--- config.mk ---
export PLATFORM = sky130hd
export DESIGN_NAME = ott_cell
export DESIGN_NICKNAME = d
export VERILOG_FILES = /design/src/rtl/core/ott_pkg.sv /design/src/rtl/core/ott_cell.sv
export SDC_FILE = /design/constraint.sdc
export NUM_CORES = 1
export LEC_CHECK = 0
export ABC_AREA = 1
export BUFFER_PORTS_ARGS = -buffer_cell sky130_fd_sc_hd__buf_4
export CAP_MARGIN = 15
export CELL_PAD_IN_SITES_DETAIL_PLACEMENT = 1
export CELL_PAD_IN_SITES_GLOBAL_PLACEMENT = 2
export CORE_MARGIN = 5
export CORE_UTILIZATION = 29
export CTS_CLUSTER_DIAMETER = 120
export DETAILED_ROUTE_END_ITERATION = 7
export HOLD_SLACK_MARGIN = 0.08
export PLACE_DENSITY = 0.87
export SYNTH_ARGS = -nofsm -noshare
export SYNTH_HDL_FRONTEND = slang
export SYNTH_SLANG_ARGS = --single-unit
--- constraint.sdc ---
create_clock -name clk -period 6 [get_ports clk]
set_input_delay 1.2 -clock clk [delete_from_list [all_inputs] [get_ports clk]]
set_output_delay 1.2 -clock clk [all_outputs]
set_load 0.05 [all_outputs]
--- src/rtl/core/ott_pkg.sv ---
// Shared types and constants for the one-shot timer table.
// Request and result codes, cell control and status structs, tick rounding.
// No dependencies.
package ott_pkg;

  localparam int unsigned DEF_SLOTS = 16;

  localparam int unsigned TICK_MS   = 10;
  localparam int unsigned ROUND_UP  = 9;
  localparam int unsigned DIV_SHIFT = 35;
  // reciprocal of the tick length, exact for every sum below 2^25
  localparam logic [31:0] RECIP = 32'(((64'd1 << DIV_SHIFT) / TICK_MS) + 64'd1);

  localparam logic [1:0] REQ_ADD    = 2'd0;
  localparam logic [1:0] REQ_CANCEL = 2'd1;
  localparam logic [1:0] REQ_TICK   = 2'd2;

  localparam logic [1:0] KIND_ADD    = 2'd0;
  localparam logic [1:0] KIND_CANCEL = 2'd1;
  localparam logic [1:0] KIND_FIRED  = 2'd2;
  localparam logic [1:0] KIND_DONE   = 2'd3;

  typedef enum logic [2:0] {
    ST_IDLE,
    ST_MUL,
    ST_DIV,
    ST_RUN,
    ST_FINAL
  } state_t;

  // broadcast from the controller to every cell
  typedef struct packed {
    logic [1:0]  op;
    logic        adv;
    logic [31:0] now;
    logic [31:0] dl;
    logic [15:0] tag;
    logic [7:0]  hnd;
  } ctl_t;

  // token handed from one cell to the next
  typedef struct packed {
    logic tok;
    logic clm;
  } link_t;

  // per-cell report to the controller
  typedef struct packed {
    logic        tok;
    logic        claim;
    logic        fire;
    logic        cbusy;
    logic [15:0] tag;
  } cell_stat_t;

endpackage

--- src/rtl/core/ott_cell.sv ---
// One timer slot of the chain: busy bit, deadline and tag.
// Acts on the request while it holds the token, then hands it on. Uses ott_pkg.
module ott_cell
  import ott_pkg::*;
#(
  parameter int unsigned IDX = 0
) (
  input  logic       clk,
  input  logic       rst_n,
  input  ctl_t       ctl,
  input  link_t      lnk_in,
  output link_t      lnk_out,
  output cell_stat_t stat
);

  logic        busy_r;
  logic        tok_r;
  logic        clm_r;
  logic [31:0] dl_r;
  logic [15:0] tag_r;
  logic [31:0] diff;
  logic        claim_c;
  logic        fire_c;
  logic        canc_c;

  assign diff    = ctl.now - dl_r;
  assign claim_c = tok_r && (ctl.op == REQ_ADD) && !clm_r && !busy_r;
  assign fire_c  = tok_r && (ctl.op == REQ_TICK) && busy_r && !diff[31];
  assign canc_c  = tok_r && (ctl.op == REQ_CANCEL) && (ctl.hnd == 8'(IDX + 1));

  always_ff @(posedge clk) begin
    if (!rst_n) begin
      busy_r <= 1'b0;
      tok_r  <= 1'b0;
      clm_r  <= 1'b0;
    end else if (ctl.adv) begin
      tok_r <= lnk_in.tok;
      clm_r <= lnk_in.clm;
      if (claim_c) begin
        busy_r <= 1'b1;
      end else if (fire_c || canc_c) begin
        busy_r <= 1'b0;
      end
    end
  end

  always_ff @(posedge clk) begin
    if (ctl.adv && claim_c) begin
      dl_r  <= ctl.dl;
      tag_r <= ctl.tag;
    end
  end

  assign lnk_out.tok = tok_r;
  assign lnk_out.clm = clm_r || claim_c;

  assign stat.tok   = tok_r;
  assign stat.claim = claim_c;
  assign stat.fire  = fire_c;
  assign stat.cbusy = canc_c && busy_r;
  assign stat.tag   = tag_r;

endmodule

---- Yosys cells after proc, flatten, opt, wreduce, memory -nomap -nowiden ----
Index checks and enable logic that the tools add are counted.
storage, ports and cells
  register bits after elaboration ......... 51
  logic and storage cells ................. 29
  output and inout bits ................... 22
  input port bits ......................... 95
cells by class
  eq/ne operators ......................... 3
  reduce and logical (&&, ||, !) cells .... 18
  add/sub/neg operators ................... 1
  muxes and demuxes ....................... 2
operator list
  operator                                                         number
  32-bit subtractor                                                1
  1-bit logical AND                                                10
  8-bit by 1-bit == test with 1-bit output, second input constant  1
  1-bit logical NOT                                                3
  2-bit by 1-bit == test with 1-bit output, second input constant  1
  2-bit == test, second input constant                             1
  2-bit logical NOT                                                1
  1-bit logical OR                                                 2
  1-bit 2-to-1 mux                                                 2
  2-bit AND reduction                                              1
  2-bit nonzero test                                               1

---- Longest topological paths before layout ----
  word-level depth ........................ 7
  depth in mapped cells ................... 18
  gate-level depth less buffers ........... 18

---- Worst setup path before layout ----
No wires, ideal clock.
  kind .................................... input port to flip-flop
  start ................................... in ctl[89] (netlist name)
  end ..................................... reg busy_r
  path buffers ............................ 0
  path slack .............................. 2.074 ns
  arrival ................................. 3.855 ns
  stages .................................. 5
  path through ............................ nor2_1 -> nand4_1 -> nor2_1 -> inv_1 -> a21oi_2
on the way
  word-level cells in the longest chain between the ends .. 7
  elaborated cells on any way between the ends .. 15
RTL lines
  item                                  line            text
  start, declared                       ott_cell.sv:10  input ctl_t ctl,
  2-bit == test                         ott_cell.sv:28  assign fire_c = tok_r && (ctl.op == REQ_TICK) && busy_r && !diff[31];
  1-bit logical AND (3 in series)       ott_cell.sv:28
  1-bit logical OR                      ott_cell.sv:41  end else if (fire_c || canc_c) begin
  2-bit nonzero test (no source line)   -
  2-bit AND reduction (no source line)  -
  end signal, assigned                  ott_cell.sv:33  busy_r <= 1'b0;
  end signal, assigned                  ott_cell.sv:40  busy_r <= 1'b1;
  end signal, assigned                  ott_cell.sv:42  busy_r <= 1'b0;
  end, declared                         ott_cell.sv:16  logic busy_r;
Several ways; a longest one is shown, not always the timed one.
A chain may end at the register's enable or synchronous reset.

==> out/metrics.yaml <==
multiInputGateArea_um2: 812.0
min_period_over_period: 0.6334
synth_seq_area_share: 0.5879
core_area_mm2: 0.008636
areaGrowthSynthToFinish_pct: 44.00
syn-num-nets: 366
clk-insertion-delay-late_ps: 300
diodes: 0
dieWidth_um: 103.8
relSlewSlack: 0.6258
final_nets: 486
grt_max_degree: 32
finalHoldViolCount: 0
tightest_slew_ps: 560.0
cap_violations: 0
synth_top_cell_by_area: "edfxtp_1"
max_freq_ghz: 0.2631
antenna_found_initial: 0
crit_type: "in2out"
dieArea_mm2: 0.01078
tritoncts: "built"
drt_iter0_drc: 47
io_pins: 117
syn_area_per_cell_um2: 10.60
cts_hold_buffers: 0
synth_edf_count: 48
final_core_util: 0.4258
crit_arrival_ps: 2600
rsz0062_at_grt: "no"
cts_setup_buffers: 0
outcome: "complete, no violations"
clockBufferDepth: 2
viasPerCell: 4.217
path_max_fanout: 2
syn_area_mm2: 0.002554
die_h_um: 103.8
endpoint_kind: "output port"
postRouteAntennaNets: 0
final_cell_mix: "117 x buf_4, 59 x nand2_1, 58 x inv_1, 48 x edfxtp_1, 30 x ha_1"
row_count: 34
synth_top_area_share: 0.5644
synth.ff_latch_count: 51
avgRoutedWirePerCell_um: 12.66
post_cts_resized: 0
startpoint_type: "input pin"
cts_max_level: 2
synth.area.top_cells: "edfxtp_1 56%, ha_1 15%, nand2_1 8.7%, inv_1 8.5%, dfxtp_1 2.4%"
start_util: 0.2957
overflow: 0
drt-total-wl_mm: 5.951
drive_gt1_frac: 0.3591
vdd_drop_max_mv: 0.1161
numCtsBuffers: 5
regArea_mm2: 0.001501
power.total_mw: 0.7732
placement.io_buffers: 116
synthCells: 241
hp-class: "reg2reg"
fin_skew_ps: 6.908
fin_tns_setup_ps: 0
drc: 0
vias: 1982
grt_use_total: 0.1103
period_minus_slack_ps: 3801
power_leakage_nw: 1.824
synthDistinctLibCells: 18
power.density_mw_per_mm2: 210.3
gp_congestion: 0.6882
ys.flop_type: "edfxtp_1"
postSynth.asyncResetShare: 0
grt_pass1_vias: 2183
grt_pass1_wl_mm: 9.653
clkTransAtPathRegs_ps: 100
dp_hpwl_mm: 4.973
ctsRootBufferMaster: "clkbuf_8"
crit_required_ps: 4800
finalSetupViolations: 0
final_common_cell: "buf_4"
firstDrtPassIters: 3
fillers: 1009
slew_violations: 0
clock_sinks: 51
yosys_warnings: 0
layout make-up:
| type | count | area share |
|---|---|---|
| multi-input combinational | 128 | 0.2208 |
| sequential | 51 | 0.4083 |
| inverter | 58 | 0.05920 |
| clock inverter | 2 | 0.01633 |
| tap | 108 | 0.03675 |
| clock buffer | 6 | 0.01973 |
| timing repair buffer | 117 | 0.2389 |
state kept, by name, summed over array words and instances, names as in the netlist:
name,cells
tag_r,16
clm_r,1
tok_r,1
dl_r,32
busy_r,1
worst max-delay path: stages:
cell and delay [ps]:
buf_4 110, ha_1 280, nand2_1 80, nor2_2 120, nand2_1 80, nor2_1 100, nand2_1 60, nand2_1 60
nand2_1 70, nand3_1 90, nand3_2 90, inv_1 70, buf_4 190
cells in the mapped netlist (2+ instances only):
cell type	count
nand3_1	6
a21oi_1	9
inv_1	58
nor2_2	3
edfxtp_1	48
o21ai_0	2
nand4_1	2
buf_4	4
nand2_1	59
nor3_1	3
nor2_1	9
dfxtp_1	3
ha_1	30
kinds of logic after synthesis:
| logic type | Yosys count | synth area share |
|---|---|---|
| adder cells (fa/ha/maj) | 30 | 0.1470 |
| flip-flops | 51 | 0.5879 |
| AND/OR/NAND/NOR | 85 | 0.1396 |
| AO/OA/AOI/OAI | 12 | 0.02499 |
| buffers and inverters | 62 | 0.09701 |
| XOR/XNOR | 1 | 0.003430 |
metal layers:
metal  track usage  up-vias  routed length [um]
li1              -     1009                   -
met1        0.1194      887                2459
met2        0.1876       79                2813
met3       0.05597        7                 598
met4       0.03423        0                  80
met5             0        -                   0
path summary, 6_finish.rpt:
| check | startpoint | endpoint | slack (ps) | cells past startpoint |
|---|---|---|---|---|
| worst max-delay path | ctl[70] | stat[17] | 2200 | 13 |
| worst min-delay path | busy_r | busy_r | 480 | 2 |
| worst max register to register | tok_r | dl_r[28] | 3940 | 5 |
| worst min register to register | busy_r | busy_r | 480 | 2 |
per-stage QoR:
step                      instances  hold WS (ps)  instance area [um2]  setup slack (ps)
after detailed placement        462         468.4                 3545              2137
after global placement          462         457.3                 3545              2137
after CTS                       470         483.3                 3677              2129
after global routing            470         499.9                 3677              1961
final                           470         476.2                 3677              2199
after floorplan                 241         444.9                 2554              2074
power by group:
part	switching [mW]	internal (mW)	total, mW
Clock	0.116	0.167	0.282
Combinational	0.0409	0.0551	0.0960
Sequential	0.00138	0.393	0.395
Total	0.158	0.615	0.773
Note: power is estimated with default switching activity, not from simulation.
